[src/sv/rdc_pkg.sv]
// shared types, constants and helpers for the radix digit converter
package rdc_pkg;

	localparam int unsigned RADIX_W     = 5;
	localparam int unsigned DIGIT_W     = 4;
	localparam int unsigned CHAR_W      = 7;
	localparam int unsigned DIV_STEP    = 8;
	localparam int unsigned OQ_DEPTH    = 4;
	localparam int unsigned OQ_AW       = 2;
	localparam int unsigned OQ_CW       = 3;
	localparam logic [RADIX_W-1:0] RADIX_RESET = 5'd10;
	localparam logic [RADIX_W-1:0] RADIX_MIN   = 5'd2;
	localparam logic [RADIX_W-1:0] RADIX_MAX   = 5'd16;

	typedef enum logic [2:0] {
		ST_IDLE = 3'b001,
		ST_DIV  = 3'b010,
		ST_EMIT = 3'b100
	} back_state_t;

	typedef struct packed {
		logic vld;
		logic zero;
	} job_ctl_t;

	typedef struct packed {
		logic [CHAR_W-1:0] digit_char;
		logic              empty_res;
		logic              last;
	} res_t;

	function automatic logic [RADIX_W-1:0] clamp_radix(input logic [RADIX_W-1:0] r);
		logic [RADIX_W-1:0] e;
		e = r;
		if (r < RADIX_MIN) begin
			e = RADIX_MIN;
		end else if (r > RADIX_MAX) begin
			e = RADIX_MAX;
		end
		return e;
	endfunction

	// "0123456789ABCDEF"
	function automatic logic [CHAR_W-1:0] digit_glyph(input logic [DIGIT_W-1:0] d);
		logic [CHAR_W-1:0] g;
		if (d < 4'd10) begin
			g = 7'd48 + {3'b000, d};
		end else begin
			g = 7'd55 + {3'b000, d};
		end
		return g;
	endfunction

endpackage

[src/sv/rdc_ram.sv]
// generic single-write, single-read ram with registered read data
module rdc_ram #(
	parameter int unsigned WIDTH = 4,
	parameter int unsigned DEPTH = 32
) (
	input  logic                     clk,
	input  logic                     we,
	input  logic [$clog2(DEPTH)-1:0] waddr,
	input  logic [WIDTH-1:0]         wdata,
	input  logic                     re,
	input  logic [$clog2(DEPTH)-1:0] raddr,
	output logic [WIDTH-1:0]         rdata
);

	logic [WIDTH-1:0] mem_q [DEPTH];

	always_ff @(posedge clk) begin
		if (we) begin
			mem_q[waddr] <= wdata;
		end
		if (re) begin
			rdata <= mem_q[raddr];
		end
	end

endmodule

[src/sv/rdc_front.sv]
// request intake: zero classification and a two-entry job queue
module rdc_front import rdc_pkg::*; #(
	parameter int unsigned VALUE_BITS = 31
) (
	input  logic                  clk,
	input  logic                  arst_n,
	input  logic                  push,
	output logic                  full,
	input  logic [VALUE_BITS-1:0] value,
	output job_ctl_t              job,
	output logic [VALUE_BITS-1:0] job_value,
	input  logic                  job_take
);

	logic [VALUE_BITS-1:0] val_q  [2];
	logic                  zero_q [2];
	logic                  wr_ptr_q;
	logic                  rd_ptr_q;
	logic [1:0]            cnt_q;
	logic                  wr_en;
	logic                  rd_en;

	assign full    = (cnt_q == 2'd2);
	assign wr_en   = push && !full;
	assign job.vld = (cnt_q != 2'd0);
	assign rd_en   = job_take && job.vld;

	assign job.zero  = zero_q[rd_ptr_q];
	assign job_value = val_q[rd_ptr_q];

	always_ff @(posedge clk) begin
		if (wr_en) begin
			val_q[wr_ptr_q]  <= value;
			zero_q[wr_ptr_q] <= (value == '0);
		end
	end

	always_ff @(posedge clk or negedge arst_n) begin
		if (!arst_n) begin
			wr_ptr_q <= 1'b0;
			rd_ptr_q <= 1'b0;
			cnt_q    <= 2'd0;
		end else begin
			if (wr_en) begin
				wr_ptr_q <= !wr_ptr_q;
			end
			if (rd_en) begin
				rd_ptr_q <= !rd_ptr_q;
			end
			cnt_q <= cnt_q + 2'(wr_en) - 2'(rd_en);
		end
	end

endmodule

[src/sv/rdc_back.sv]
// digit generation by repeated division, msd-first readout and result queue
module rdc_back import rdc_pkg::*; #(
	parameter int unsigned VALUE_BITS  = 31,
	parameter int unsigned DIGIT_SLOTS = 32
) (
	input  logic                  clk,
	input  logic                  arst_n,
	input  logic [RADIX_W-1:0]    radix_eff,
	input  job_ctl_t              job,
	input  logic [VALUE_BITS-1:0] job_value,
	output logic                  job_take,
	output logic                  empty,
	input  logic                  pop,
	output logic [CHAR_W-1:0]     digit_char,
	output logic                  empty_res,
	output logic                  last
);

	localparam int unsigned NPASS = (VALUE_BITS + DIV_STEP - 1) / DIV_STEP;
	localparam int unsigned PW    = NPASS * DIV_STEP;
	localparam int unsigned PC_W  = (NPASS > 1) ? $clog2(NPASS) : 1;
	localparam int unsigned AW    = $clog2(DIGIT_SLOTS);
	localparam int unsigned CW    = $clog2(DIGIT_SLOTS + 1);

	back_state_t        state_q;
	logic [PW-1:0]      work_q;
	logic [DIGIT_W-1:0] rem_q;
	logic [PC_W-1:0]    pass_q;
	logic [CW-1:0]      cnt_q;
	logic [CW-1:0]      rd_left_q;
	logic [CW-1:0]      rd_addr;
	logic               rd_vld_s1;
	logic               last_s1;

	logic [PW-1:0]      work_nxt;
	logic [RADIX_W-1:0] rem_nxt;

	logic               ram_we;
	logic               ram_re;
	logic [DIGIT_W-1:0] ram_rdata;

	res_t               oq_q [OQ_DEPTH];
	logic [OQ_AW-1:0]   oq_wr_q;
	logic [OQ_AW-1:0]   oq_rd_q;
	logic [OQ_CW-1:0]   oq_cnt_q;
	logic               oq_push;
	logic               oq_pop;
	logic               zero_push;
	res_t               oq_wdata;
	logic               last_pass;
	logic               div_done;

	// restoring division by the radix, DIV_STEP quotient bits a cycle
	always_comb begin
		logic [RADIX_W-1:0] r;
		logic [PW-1:0]      w;
		r = {1'b0, rem_q};
		w = work_q;
		for (int i = 0; i < DIV_STEP; i++) begin
			r = {r[RADIX_W-2:0], w[PW-1]};
			w = {w[PW-2:0], 1'b0};
			if (r >= radix_eff) begin
				r    = r - radix_eff;
				w[0] = 1'b1;
			end
		end
		rem_nxt  = r;
		work_nxt = w;
	end

	assign last_pass = (pass_q == PC_W'(NPASS - 1));
	assign div_done  = (work_nxt == '0) || (cnt_q == CW'(DIGIT_SLOTS - 1));
	assign rd_addr   = rd_left_q - CW'(1);

	assign ram_we    = (state_q == ST_DIV) && last_pass;
	assign ram_re    = (state_q == ST_EMIT) &&
		((oq_cnt_q + OQ_CW'(rd_vld_s1)) < OQ_CW'(OQ_DEPTH));
	assign zero_push = (state_q == ST_IDLE) && job.vld && job.zero &&
		!rd_vld_s1 && (oq_cnt_q < OQ_CW'(OQ_DEPTH));
	assign job_take  = (state_q == ST_IDLE) && job.vld && (!job.zero || zero_push);

	rdc_ram #(
		.WIDTH (DIGIT_W),
		.DEPTH (DIGIT_SLOTS)
	) u_digit_ram (
		.clk   (clk),
		.we    (ram_we),
		.waddr (cnt_q[AW-1:0]),
		.wdata (rem_nxt[DIGIT_W-1:0]),
		.re    (ram_re),
		.raddr (rd_addr[AW-1:0]),
		.rdata (ram_rdata)
	);

	always_ff @(posedge clk) begin
		if (job_take && !job.zero) begin
			work_q <= PW'(job_value);
		end else if (state_q == ST_DIV) begin
			work_q <= work_nxt;
		end
	end

	always_ff @(posedge clk or negedge arst_n) begin
		if (!arst_n) begin
			state_q   <= ST_IDLE;
			rem_q     <= '0;
			pass_q    <= '0;
			cnt_q     <= '0;
			rd_left_q <= '0;
			rd_vld_s1 <= 1'b0;
			last_s1   <= 1'b0;
		end else begin
			rd_vld_s1 <= ram_re;
			if (ram_re) begin
				last_s1 <= (rd_left_q == CW'(1));
			end
			unique case (state_q)
				ST_IDLE: begin
					if (job_take && !job.zero) begin
						rem_q   <= '0;
						pass_q  <= '0;
						cnt_q   <= '0;
						state_q <= ST_DIV;
					end
				end
				ST_DIV: begin
					if (last_pass) begin
						rem_q  <= '0;
						pass_q <= '0;
						cnt_q  <= cnt_q + CW'(1);
						if (div_done) begin
							rd_left_q <= cnt_q + CW'(1);
							state_q   <= ST_EMIT;
						end
					end else begin
						rem_q  <= rem_nxt[DIGIT_W-1:0];
						pass_q <= pass_q + PC_W'(1);
					end
				end
				ST_EMIT: begin
					if (ram_re) begin
						rd_left_q <= rd_addr;
						if (rd_left_q == CW'(1)) begin
							state_q <= ST_IDLE;
						end
					end
				end
				default: begin
					state_q <= ST_IDLE;
				end
			endcase
		end
	end

	// result queue
	assign oq_push = rd_vld_s1 || zero_push;
	assign oq_pop  = pop && !empty;
	assign empty   = (oq_cnt_q == '0);

	always_comb begin
		if (rd_vld_s1) begin
			oq_wdata.digit_char = digit_glyph(ram_rdata);
			oq_wdata.empty_res  = 1'b0;
			oq_wdata.last       = last_s1;
		end else begin
			oq_wdata.digit_char = '0;
			oq_wdata.empty_res  = 1'b1;
			oq_wdata.last       = 1'b1;
		end
	end

	always_ff @(posedge clk) begin
		if (oq_push) begin
			oq_q[oq_wr_q] <= oq_wdata;
		end
	end

	always_ff @(posedge clk or negedge arst_n) begin
		if (!arst_n) begin
			oq_wr_q  <= '0;
			oq_rd_q  <= '0;
			oq_cnt_q <= '0;
		end else begin
			if (oq_push) begin
				oq_wr_q <= oq_wr_q + OQ_AW'(1);
			end
			if (oq_pop) begin
				oq_rd_q <= oq_rd_q + OQ_AW'(1);
			end
			oq_cnt_q <= oq_cnt_q + OQ_CW'(oq_push) - OQ_CW'(oq_pop);
		end
	end

	assign digit_char = oq_q[oq_rd_q].digit_char;
	assign empty_res  = oq_q[oq_rd_q].empty_res;
	assign last       = oq_q[oq_rd_q].last;

endmodule

[src/sv/radix_digit_converter_top.sv]
// top level of the radix digit converter: radix register, intake and digit engine
//
//  channel   direction  handshake        payload
//  request   in         push / full      value
//  result    out        pop / empty      digit_char, empty_res, last
//  radix     in         cfg_we           cfg_wdata
//
//  a zero request is written to the result queue at the edge where the engine takes it
//  a nonzero request is divided by the radix once per digit (8 quotient
//  bits a cycle over the padded value), then its digits are read out from the digit ram
//  a two-entry request queue lets new requests in while the engine works
//  a four-entry result queue absorbs pop stalls; readout pauses while it is full
//  reset sets the radix to ten and empties both queues
module radix_digit_converter_top import rdc_pkg::*; #(
	parameter int unsigned VALUE_BITS  = 31,
	parameter int unsigned DIGIT_SLOTS = 32
) (
	input  logic                  clk,
	input  logic                  arst_n,
	input  logic                  push,
	output logic                  full,
	input  logic [VALUE_BITS-1:0] value,
	output logic                  empty,
	input  logic                  pop,
	output logic [CHAR_W-1:0]     digit_char,
	output logic                  empty_res,
	output logic                  last,
	input  logic                  cfg_we,
	input  logic [RADIX_W-1:0]    cfg_wdata
);

	logic [RADIX_W-1:0]    radix_q;
	logic [RADIX_W-1:0]    radix_eff;
	job_ctl_t              job;
	logic [VALUE_BITS-1:0] job_value;
	logic                  job_take;

	always_ff @(posedge clk or negedge arst_n) begin
		if (!arst_n) begin
			radix_q <= RADIX_RESET;
		end else if (cfg_we) begin
			radix_q <= cfg_wdata;
		end
	end

	assign radix_eff = clamp_radix(radix_q);

	rdc_front #(
		.VALUE_BITS (VALUE_BITS)
	) u_front (
		.clk       (clk),
		.arst_n    (arst_n),
		.push      (push),
		.full      (full),
		.value     (value),
		.job       (job),
		.job_value (job_value),
		.job_take  (job_take)
	);

	rdc_back #(
		.VALUE_BITS  (VALUE_BITS),
		.DIGIT_SLOTS (DIGIT_SLOTS)
	) u_back (
		.clk        (clk),
		.arst_n     (arst_n),
		.radix_eff  (radix_eff),
		.job        (job),
		.job_value  (job_value),
		.job_take   (job_take),
		.empty      (empty),
		.pop        (pop),
		.digit_char (digit_char),
		.empty_res  (empty_res),
		.last       (last)
	);

endmodule

[config.mk]
export PLATFORM = sky130hd
export DESIGN_NAME = radix_digit_converter_top
export DESIGN_NICKNAME = d
export VERILOG_FILES = /design/src/sv/rdc_pkg.sv /design/src/sv/rdc_ram.sv /design/src/sv/rdc_front.sv /design/src/sv/rdc_back.sv /design/src/sv/radix_digit_converter_top.sv
export SDC_FILE = /design/constraint.sdc
export NUM_CORES = 1
export LEC_CHECK = 0
export BUFFER_PORTS_ARGS = -buffer_cell sky130_fd_sc_hd__buf_4
export CAP_MARGIN = 15
export CORE_MARGIN = 3
export CORE_UTILIZATION = 35
export CTS_CLUSTER_SIZE = 24
export DETAILED_ROUTE_END_ITERATION = 6
export MAX_ROUTING_LAYER = met4
export PLACE_DENSITY = 0.52
export SYNTH_ARGS = -nofsm -noshare
export SYNTH_HDL_FRONTEND = slang
export SYNTH_SLANG_ARGS = --single-unit
[constraint.sdc]
create_clock -name clk -period 21 [get_ports clk]
set_input_delay 2.1 -clock clk [delete_from_list [all_inputs] [get_ports clk]]
set_output_delay 2.1 -clock clk [all_outputs]
set_load 0.05 [all_outputs]
; ---- After elaboration in Yosys (flattened, before gate mapping)
; Memories as Yosys holds them, arrays and structs flattened. A register that Yosys moved wholly into a read port is not among the register bits.
; Index checks and enable logic that the tools add are counted.
[word_totals]
ff_bits = 71
mem_bits_rw = 228
inputBits = 41
out_inout_bits = 11
elab_cells = 143
memories = 4
[op_classes]
n_addsub = 20
order_cmp = 13
eq_ne = 12
n_mux = 47
reduce_logical = 31
[mem_list]
columns = name, depth, word_bits, read_ports, rd_ports_with_merged_regs, write_ports, line_no
row1 = u_back.u_digit_ram.mem_q, 32, 4, 1, 1, 1, rdc_ram.sv:15  ; logic [WIDTH-1:0] mem_q [DEPTH];
row2 = u_front.val_q, 2, 31, 1, 0, 1, rdc_front.sv:15  ; logic [VALUE_BITS-1:0] val_q [2];
row3 = u_back.oq_q, 4, 9, 1, 0, 1, rdc_back.sv:42  ; res_t oq_q [OQ_DEPTH];
row4 = u_front.zero_q, 2, 1, 1, 0, 1, rdc_front.sv:16  ; logic zero_q [2];
[ops]
columns = operator, n
row1 = $mux 31, 2
row2 = $ge 5x5->1, 8
row3 = $mux 4, 10
row4 = $logic_not 32->1, 1
row5 = $sub 4x4->4, 8
row6 = $logic_not 31->1, 1
row7 = $mux 6, 5
row8 = $pmux 6 s2, 2
row9 = $mux 3, 5
row10 = $add 6x4->7 const A, 2
row11 = $mux 1, 14
row12 = $logic_and 1x1->1, 11
row13 = $mux 5, 2
row14 = $mux 9, 1
row15 = $pmux 3 s3, 1
row16 = $pmux 4 s2, 1
row17 = $reduce_bool 2->1, 4
row18 = $mux 7, 1
row19 = $add 2x1->2 const B, 3
row20 = $add 3x1->3, 2
row21 = $add 6x1->6 const B, 1
row22 = $eq 6x1->1 const B, 1
row23 = $eq 6x5->1 const B, 1
row24 = $logic_not 1->1, 6
row25 = 22 further kinds, 30

; ---- Logic depth before layout (Yosys ltp)
; Gate-level depths: netlist of the first run.
[logic_depth]
depth_word = 24
mapped_depth = 53
depth_no_buf = 52

; ---- By module
; A second synthesis of the first run with hierarchy kept.
[unflattened]
hier_cells = 953
hier_area_um2 = 14290.0
[modules_own_cells]
columns = mod, instances, cells_each, area_each_um2, seq_area_each_um2
row1 = rdc_back, 1, 576, 6178.4, 2783.9
row2 = rdc_ram, 1, 231, 5178.7, 3963.8
row3 = rdc_front, 1, 129, 2706.3, 2021.9
row4 = radix_digit_converter_top, 1, 17, 226.5, 127.6

; ---- Worst setup path after synthesis of the first run
; Ideal clock, no wire load.
[synth_path]
kind = register to register
from = register radix_q[3]
to = memory u_back.u_digit_ram.mem_q[0][0] (data pin)
setup_ns = 0.384
arrival_time_ns = 11.777
t_required_ns = 20.616
slack_ns = 8.839
path_stages_with_launch = 48
path_buffers = 0
path_cell_list = dfstp_2 -> nor2_1 -> o21ai_0 -> ha_1 -> a21o_1 -> a31oi_1 -> o21ai_2 -> mux2_2 -> ha_1 -> a21oi_1 -> o21ai_0 -> a31oi_1 -> mux2_2 -> ha_1 -> a21oi_1 -> o21ai_0 -> a31oi_1 -> mux2_2 -> (+12 left out) -> inv_1 -> ha_1 -> a21o_1 -> a31oi_1 -> o21ai_2 -> a211o_1 -> a21boi_0 -> ha_1 -> a21o_1 -> a31oi_1 -> o21ai_2 -> o21ai_0 -> inv_1 -> ha_1 -> a211oi_1 -> o31ai_1 -> nor2_1 -> a21oi_1
[synth_via]
elab_chain_len = 19
[synth_lines]
columns = item, line_no
row1 = from (decl), radix_digit_converter_top.sv:32  ; logic [RADIX_W-1:0] radix_q;
row2 = from (signal assigned), radix_digit_converter_top.sv:42  ; radix_q <= cfg_wdata;
row3 = $gt 5x5->1, rdc_pkg.sv:37  ; end else if (r > RADIX_MAX) begin
row4 = $mux 5, rdc_pkg.sv:37
row5 = $mux 5 *, rdc_pkg.sv:35  ; if (r < RADIX_MIN) begin
row6 = $sub 4x4->4 / $ge 5x5->1 (equally long branches), "rdc_back.sv:63, rdc_back.sv:62"
row7 = $mux 4, rdc_back.sv:62  ; if (r >= radix_eff) begin
row8 = $sub 4x4->4 / $ge 5x5->1 (equally long branches), "rdc_back.sv:63, rdc_back.sv:62"
row9 = $mux 4, rdc_back.sv:62
row10 = $sub 4x4->4 / $ge 5x5->1 (equally long branches), "rdc_back.sv:63, rdc_back.sv:62"
row11 = (+4 left out), -
row12 = $mux 4, rdc_back.sv:62
row13 = $sub 4x4->4 / $ge 5x5->1 (equally long branches), "rdc_back.sv:63, rdc_back.sv:62"
row14 = $mux 4, rdc_back.sv:62
row15 = $sub 4x4->4 / $ge 5x5->1 (equally long branches), "rdc_back.sv:63, rdc_back.sv:62"
row16 = $mux 4, rdc_back.sv:62
row17 = $ge 5x5->1, rdc_back.sv:62
row18 = $mux 4 *, rdc_back.sv:62
row19 = net u_back.rem_nxt[0], rdc_back.sv:36  ; logic [RADIX_W-1:0] rem_nxt;
row20 = to (decl), rdc_ram.sv:15
; The timed path passes the listed nets; every way through them passes the cells marked *.

; ---- Final worst setup path of the first run
[layout_path]
from = register radix_q[4]
to = memory u_back.u_digit_ram.mem_q[26][3] (data pin)
[layout_via]
elab_chain_len = 19
[layout_lines]
columns = item, line_no
row1 = $gt 5x5->1, rdc_pkg.sv:37
row2 = $mux 5, rdc_pkg.sv:37
row3 = $mux 5 *, rdc_pkg.sv:35
row4 = $sub 4x4->4 / $ge 5x5->1 (equally long branches), "rdc_back.sv:63, rdc_back.sv:62"
row5 = $mux 4, rdc_back.sv:62
row6 = $sub 4x4->4 / $ge 5x5->1 (equally long branches), "rdc_back.sv:63, rdc_back.sv:62"
row7 = $mux 4, rdc_back.sv:62
row8 = $sub 4x4->4 / $ge 5x5->1 (equally long branches), "rdc_back.sv:63, rdc_back.sv:62"
row9 = (+4 left out), -
row10 = $mux 4, rdc_back.sv:62
row11 = $sub 4x4->4 / $ge 5x5->1 (equally long branches), "rdc_back.sv:63, rdc_back.sv:62"
row12 = $mux 4, rdc_back.sv:62
row13 = $sub 4x4->4 / $ge 5x5->1 (equally long branches), "rdc_back.sv:63, rdc_back.sv:62"
row14 = $mux 4, rdc_back.sv:62
row15 = $sub 4x4->4 / $ge 5x5->1 (equally long branches), "rdc_back.sv:63, rdc_back.sv:62"
row16 = $mux 4 *, rdc_back.sv:62
row17 = net u_back.rem_nxt[3], rdc_back.sv:36
; Marks and branches as above.

==> summary.md, run 1 <==
| Metric | Value |
|---|---|
| Status | `finished clean` |
| Initial antenna violation count | `0` |
| Num CTS Buffers | `35` |
| # DRC | `0` |
| First-pass GRT wire length | `roughly 46000 um` |
| Vias post-DR | `around 7700` |
| Relative slew margins | `between 20 and 30%` |
| Crit-path most repeated cell | `ha_1` |
| RSZ-0062 raised after global routing | `false` |
| Die H | `between 200 and 250 um` |
| Detail Route Antenna Nets | `0` |
| Initial core utilization | `approximately 36%` |
| H-Tree Depth | `2` |
| DRT Pass-1 Iters | `4` |
| Syn Area/Cell | `14.9 um2` |
| Async SR Flop Fraction | `12.9%` |
| Resized Gates After CTS | `0` |
| Period utilization | `64.9%` |
| Die footprint | `between 40000 and 50000 um2` |
| Gr ovfl total | `0` |
| Final net count | `~1100` |
| Area leader, netlist | `edfxtp_1` |
| Netlist area before placement | `about 14000 um2` |
| Post-synthesis sequential area ratio | `roughly 64%` |
| CTS tree | `yes` |
| Hold Path Class | `flip-flop to flip-flop` |
| Layout area overhead | `14.9%` |
| Detailed Place HPWL | `between 15000 and 20000 um` |
| Mean number of vias per cell | `4.96` |
| Top area cells in the synthesized netlist | `edfxtp_1 (57%), mux4_2 (7.9%), dfrtp_1 (6.4%)` |
| Share of cells above drive strength 1 | `around a fifth` |
| Post-synth EDFFs | `between 200 and 300` |
| Final hold viol count | `0` |
| Clock-pin slew on the worst setup and hold paths | `0.06 ns` |
| 1st-iter DRT viols | `398` |
| Worst Max-Slew Pin Slew | `1.05 ns` |
| Critical Path Fanout Max | `33` |
| Top_reg_cell synth | `edfxtp_1` |
| Worst path required time | `21.20 ns` |
| Clock Skew | `0.0253 ns` |
| Top-count cell post-synth | `edfxtp_1` |
| Setup TNS | `0 ns` |
| Worst skew pair latency | `approximately 0.52 ns` |
| Chip width | `206 um` |
| Antenna diodes | `0` |
| Post-CTS Hold Fix Bufs | `0` |
| Core area | `around 40000 um2` |
| Number of I/O pins | `52` |
| Avg WL per Cell | `roughly 19 um` |
| CTS max path bufs | `3` |
| Synth Instances | `940` |
| WL final | `~29000 um` |
| Global placement routability congestion | `a little under 0.8` |
| Kind of critical path | `flip-flop to flip-flop` |
| Synth Register Bits | `303` |
| Yosys warnings | `0` |
| Clock Sinks | `~300` |
| Synth unique cells | `56` |
| Max-Cap Viols | `0` |
| # rows | `72` |
| Max Slew Vio Count | `0` |
| Vias in the first global route | `7936` |
| Largest net degree at the start of global routing | `52` |
| Mapped Nets | `around 1000` |
| Min Clock Period, post-route | `approximately 14 ns` |
| Max Freq | `73.4 MHz` |
| Setup bufs post-CTS | `0` |
| Worst path slowest cell | `o31ai_1` |
| Synth top area share | `between 50% and 60%` |
| Global Route Usage Sum | `14.4%` |
| Crit start category | `flip-flop` |
| Port Buf Inserts | `between 50 and 60` |
| Worst Setup End Kind | `flip-flop` |
| Root Buffer | `clkbuf_16` |
| Synth top cells by count | `edfxtp_1 (263), nand2_1 (74), nor2_1 (68)` |
| CP peak stage delay | `a little under 0.9 ns` |
| Final setup viols | `0` |
| Crit path DAT | `around 14 ns` |
==> per-stage QoR <==
step	std cells	area, um2	worst slack, ns	utilization, %	hold WS [ns]
3_3_place_gp	1492	15000	7.72	38.4	0.484
2_1_floorplan	940	14000	8.84	-	0.436
5_1_grt	1554	16100	6.18	41.2	0.527
3_5_place_dp	1492	15000	7.27	38.4	0.500
4_1_cts	1554	16100	7.25	41.2	0.507
6_report	1554	16100	7.38	41.2	0.504
==> layout by cell type, fill, tap and decap left out, types with 4 or more instances in the layout <==
| cell | instances |
|---|---|
| clkbuf_1 | 10 |
| buf_4 | 62 |
| a22o_1 | 5 |
| xnor2_1 | 26 |
| nand2_1 | 74 |
| and2_1 | 8 |
| inv_1 | 49 |
| edfxtp_1 | 263 |
| clkinv_1 | 7 |
| nor4_1 | 15 |
| nor2b_1 | 5 |
| fa_1 | 9 |
| a21o_1 | 16 |
| xor2_1 | 8 |
| mux2_2 | 29 |
| nor3_1 | 7 |
| nand2b_1 | 8 |
| mux2i_1 | 35 |
| a21oi_1 | 35 |
| a31oi_1 | 7 |
| o21ai_0 | 43 |
| mux4_2 | 49 |
| a211oi_1 | 4 |
| nand3_1 | 6 |
| dfrtp_1 | 34 |
| clkbuf_16 | 36 |
| ha_1 | 55 |
| nand4_1 | 4 |
| nor2_1 | 67 |
==> metal layers <==
layer	global-route usage [%]	up-vias	wire, um
met3	2.31	38	1050
li1	-	3718	-
met2	22.0	115	13300
met4	3.25	0	457
met5	-	-	0
met1	20.6	3832	14300
==> flip-flops by register name, indices dropped and copies added, names as in the netlist, 5 cells and up <==
signal                    flops
u_back.u_digit_ram.mem_q    128
u_back.work_q                32
u_back.oq_q                  36
u_back.rd_left_q              6
radix_q                       5
u_front.val_q                62
u_back.cnt_q                  6
==> worst max-delay path: cells and delay by family, from the launching register on <==
kind            cells  cell delay [ns]
mux                 5             2.38
flops               1             0.35
fa+ha+maj           8             2.73
buf+inv             5             0.79
compound gates     25             6.56
simple gates        2             0.48
==> final timing paths <==
check                      slack [ns]                              end             start  cells after the start
setup / recovery                 7.38  u_back.u_digit_ram.mem_q[26][3]        radix_q[4]                     45
hold / removal                   0.50                 u_front.cnt_q[1]  u_front.cnt_q[1]                      1
setup reg to reg                 7.38  u_back.u_digit_ram.mem_q[26][3]        radix_q[4]                     45
hold reg to reg                  0.50                 u_front.cnt_q[1]  u_front.cnt_q[1]                      1
max in group asynchronous       19.03                 u_front.rd_ptr_q            arst_n                      1
min in group asynchronous        1.57                u_back.oq_rd_q[1]            arst_n                      1
==> kinds of logic after synthesis <==
| logic type | share of synthesized area, % |
|---|---|
| adders and majority gates | 6.30 |
| xor gates and xnor gates | 2.13 |
| AOI/OAI and AO/OA | 6.11 |
| buffers and inverters | 2.14 |
| and+or+nand+nor | 6.85 |
| muxes | 12.8 |
| DFF | 63.7 |
==> layout make-up <==
cell class                      instances  area (um2)
Clock inverter                         15         114
Timing Repair Buffer                   62         465
Clock buffer                           47         952
Tap cell                              518         648
Fill cell                            3609       23000
Multi-Input combinational cell        560        4790
Inverter                               49         184
Sequential cell                       303        8900
Power of run 1 is left out: the tool's default activity adds up to more than one toggle a clock period on the data nets, which glitch-free logic cannot reach.
==> run 2: changes to the inputs <==
==> constraint.sdc (replaced) <==
create_clock -name clk -period 13.4 [get_ports clk]
set_input_delay 1.34 -clock clk [delete_from_list [all_inputs] [get_ports clk]]
set_output_delay 1.34 -clock clk [all_outputs]
set_load 0.05 [all_outputs]
==> run 2 against run 1 <==
Compared with the run above: register-to-register slack worse by 6.3 ns; final area grew 0.37%; wire length rose by 1.6%; non-clock buffer count grew 7; worst setup slack worse by 6.3 ns; clock-buffer cell count down 4; utilization rose by 0.15 points.
==> summary.md, run 2 (synthesized netlist as in run 1, its figures left out) <==
| Metric | Value |
|---|---|
| Initial antenna violation count | `1 (was 0)` |
| DRT Pass-1 Iters | `5 (was 4)` |
| Max Slew Vio Count | `0 (unchanged)` |
| Worst Setup End Kind | `flip-flop (unchanged)` |
| Status | `finished clean (unchanged)` |
| Hold Path Class | `flip-flop to flip-flop (unchanged)` |
| Global placement routability congestion | `0.776 (was 0.778)` |
| Min Clock Period, post-route | `12.27 ns (was 13.62 ns)` |
| Detail Route Antenna Nets | `0 (unchanged)` |
| RSZ-0062 raised after global routing | `false (unchanged)` |
| Mean number of vias per cell | `4.97 (was 4.96)` |
| Share of cells above drive strength 1 | `20.3% (was 19.7%)` |
| Worst path required time | `13.81 ns (was 21.20 ns)` |
| Vias in the first global route | `7963 (was 7936)` |
| Largest net degree at the start of global routing | `51 (was 52)` |
| Worst skew pair latency | `0.53 ns (was 0.52 ns)` |
| Biggest regs | `u_back.u_digit_ram.mem_q (128), u_front.val_q (62), u_back.oq_q (36) (unchanged)` |
| Crit-path most repeated cell | `ha_1 (unchanged)` |
| Critical Path Start | `radix_q[2] (was radix_q[4])` |
| Avg WL per Cell | `18.9 um (was 18.7 um)` |
| First-pass GRT wire length | `46400 um (was 46100 um)` |
| Most flops, register | `u_back.u_digit_ram.mem_q (unchanged)` |
| Period utilization | `91.6% (was 64.9%)` |
| CTS tree | `yes (unchanged)` |
| Max reg flops | `128 (unchanged)` |
| Crit path DAT | `12.68 ns (was 13.82 ns)` |
| Number of I/O pins | `52 (unchanged)` |
| Final setup viols | `0 (unchanged)` |
| Vias post-DR | `7772 (was 7703)` |
| Global Route Usage Sum | `14.6% (was 14.4%)` |
| Root Buffer | `clkbuf_16 (unchanged)` |
| Clock-pin slew on the worst setup and hold paths | `0.06 ns (about the same)` |
| Final net count | `1124 (was 1117)` |
| Chip width | `206 um (unchanged)` |
| Initial core utilization | `35.8% (unchanged)` |
| Clock Sinks | `303 (unchanged)` |
| Clock Skew | `0.0229 ns (was 0.0253 ns)` |
| Kind of critical path | `flip-flop to flip-flop (unchanged)` |
| R2r endpoint | `u_back.rd_left_q[2] (was u_back.u_digit_ram.mem_q[26][3])` |
| Crit start category | `flip-flop (unchanged)` |
| WL final | `29600 um (was 29100 um)` |
| Setup TNS | `0 ns (unchanged)` |
| Layout area overhead | `15.3% (was 14.9%)` |
| Port Buf Inserts | `51 (unchanged)` |
| Core area | `39000 um2 (unchanged)` |
| Die H | `206 um (unchanged)` |
| CP peak stage delay | `0.51 ns (was 0.89 ns)` |
| H-Tree Depth | `2 (unchanged)` |
| # rows | `72 (unchanged)` |
| Detailed Place HPWL | `19700 um (was 19900 um)` |
| R2r startpoint | `radix_q[2] (was radix_q[4])` |
| Final hold viol count | `0 (unchanged)` |
| Critical Path Fanout Max | `10 (was 33)` |
| Worst Max-Slew Pin Slew | `0.847 ns (was 1.05 ns)` |
| Max-Cap Viols | `0 (unchanged)` |
| Reg-to-reg slack, setup | `1.13 ns (was 7.38 ns)` |
| Num CTS Buffers | `35 (unchanged)` |
| Most common cell after layout, fill and taps aside | `edfxtp_1 (unchanged)` |
| # DRC | `0 (unchanged)` |
| Worst path slowest cell | `or3_1 (was o31ai_1)` |
| Max Freq | `81.5 MHz (was 73.4 MHz)` |
| Critical Path End | `u_back.rd_left_q[2] (was u_back.u_digit_ram.mem_q[26][3])` |
| Gr ovfl total | `0 (unchanged)` |
| Die footprint | `42400 um2 (unchanged)` |
| Worst r2r path cells | `49 (was 45)` |
| Setup bufs post-CTS | `0 (unchanged)` |
| 1st-iter DRT viols | `475 (was 398)` |
| CTS max path bufs | `3 (unchanged)` |
| Relative slew margins | `43.5% (was 29.6%)` |
| Most frequent cells in the layout | `edfxtp_1 (263), nand2_1 (74), buf_4 (69), nor2_1 (67), ha_1 (55) (was edfxtp_1 (263), nand2_1 (74), nor2_1 (67), buf_4 (62), ha_1 (55))` |
[run 2: cell types whose count changed in the layout (fill, tap and decap cells not counted), sizes merged]
cell,previous run,this run
clkbuf,47,43
bufinv,1,2
clkinv,12,15
diode,0,1
inv,51,53
buf,62,69
[run 2: worst min-delay path by stage]
stage                            from           endpoint  slack [ns]  cells after the start
floorplan           u_back.work_q[31]  u_back.work_q[31]        0.44                      2
global placement    u_back.work_q[31]  u_back.work_q[31]        0.45                      2
detailed placement  u_back.work_q[31]  u_back.work_q[31]        0.47                      2
CTS                 u_back.work_q[31]  u_back.work_q[31]        0.48                      2
global route        u_back.work_q[31]  u_back.work_q[31]        0.50                      2
finish              u_back.work_q[31]  u_back.work_q[31]        0.47                      2
[run 2: repair_timing]
action / 4_1_cts / 5_1_grt
resized for setup: 0 / 2
hold buffers: 0 / 0
setup endpoints to repair: 0 / 73
[run 2: area by class of cell]
class                   count  area [um2]
diodes                      1        2.50
clock buffers              43         906
clock inverters            21         155
fillers                  3559       22900
inverters                  49         184
multi-input cells         560        4800
flip-flops and latches    303        8900
well taps                 518         648
repair buffers             69         518
[run 2: metrics by stage]
step / instances / instance area [um2] / hold slack [ns] / setup slack [ns] / utilization (%)
global route: 1564 / 16100 / 0.502 / 0.0890 / 41.3
detailed placement: 1499 / 15000 / 0.467 / 0.737 / 38.6
global placement: 1499 / 15000 / 0.451 / 1.03 / 38.6
floorplan: 940 / 14000 / 0.436 / 1.24 / -
CTS: 1563 / 16100 / 0.475 / 0.675 / 41.3
finish: 1564 / 16100 / 0.475 / 1.13 / 41.3
[run 2: worst max-delay path, delay by kind of cell (launching register included)]
kind,cells,cell delay [ns]
buf+inv,6,0.79
flops,1,0.41
simple gates,4,0.78
compound gates,26,5.83
fa+ha+maj,8,2.53
mux,5,1.83
[run 2: routing by layer]
layer,track usage [%],routed length [um],vias to the layer above
li1,-,-,3730
met1,20.6,14100,3863
met2,22.0,13500,144
met3,2.58,1390,35
met4,4.10,570,0
met5,-,0,-
Power of run 2 is left out for the same reason.
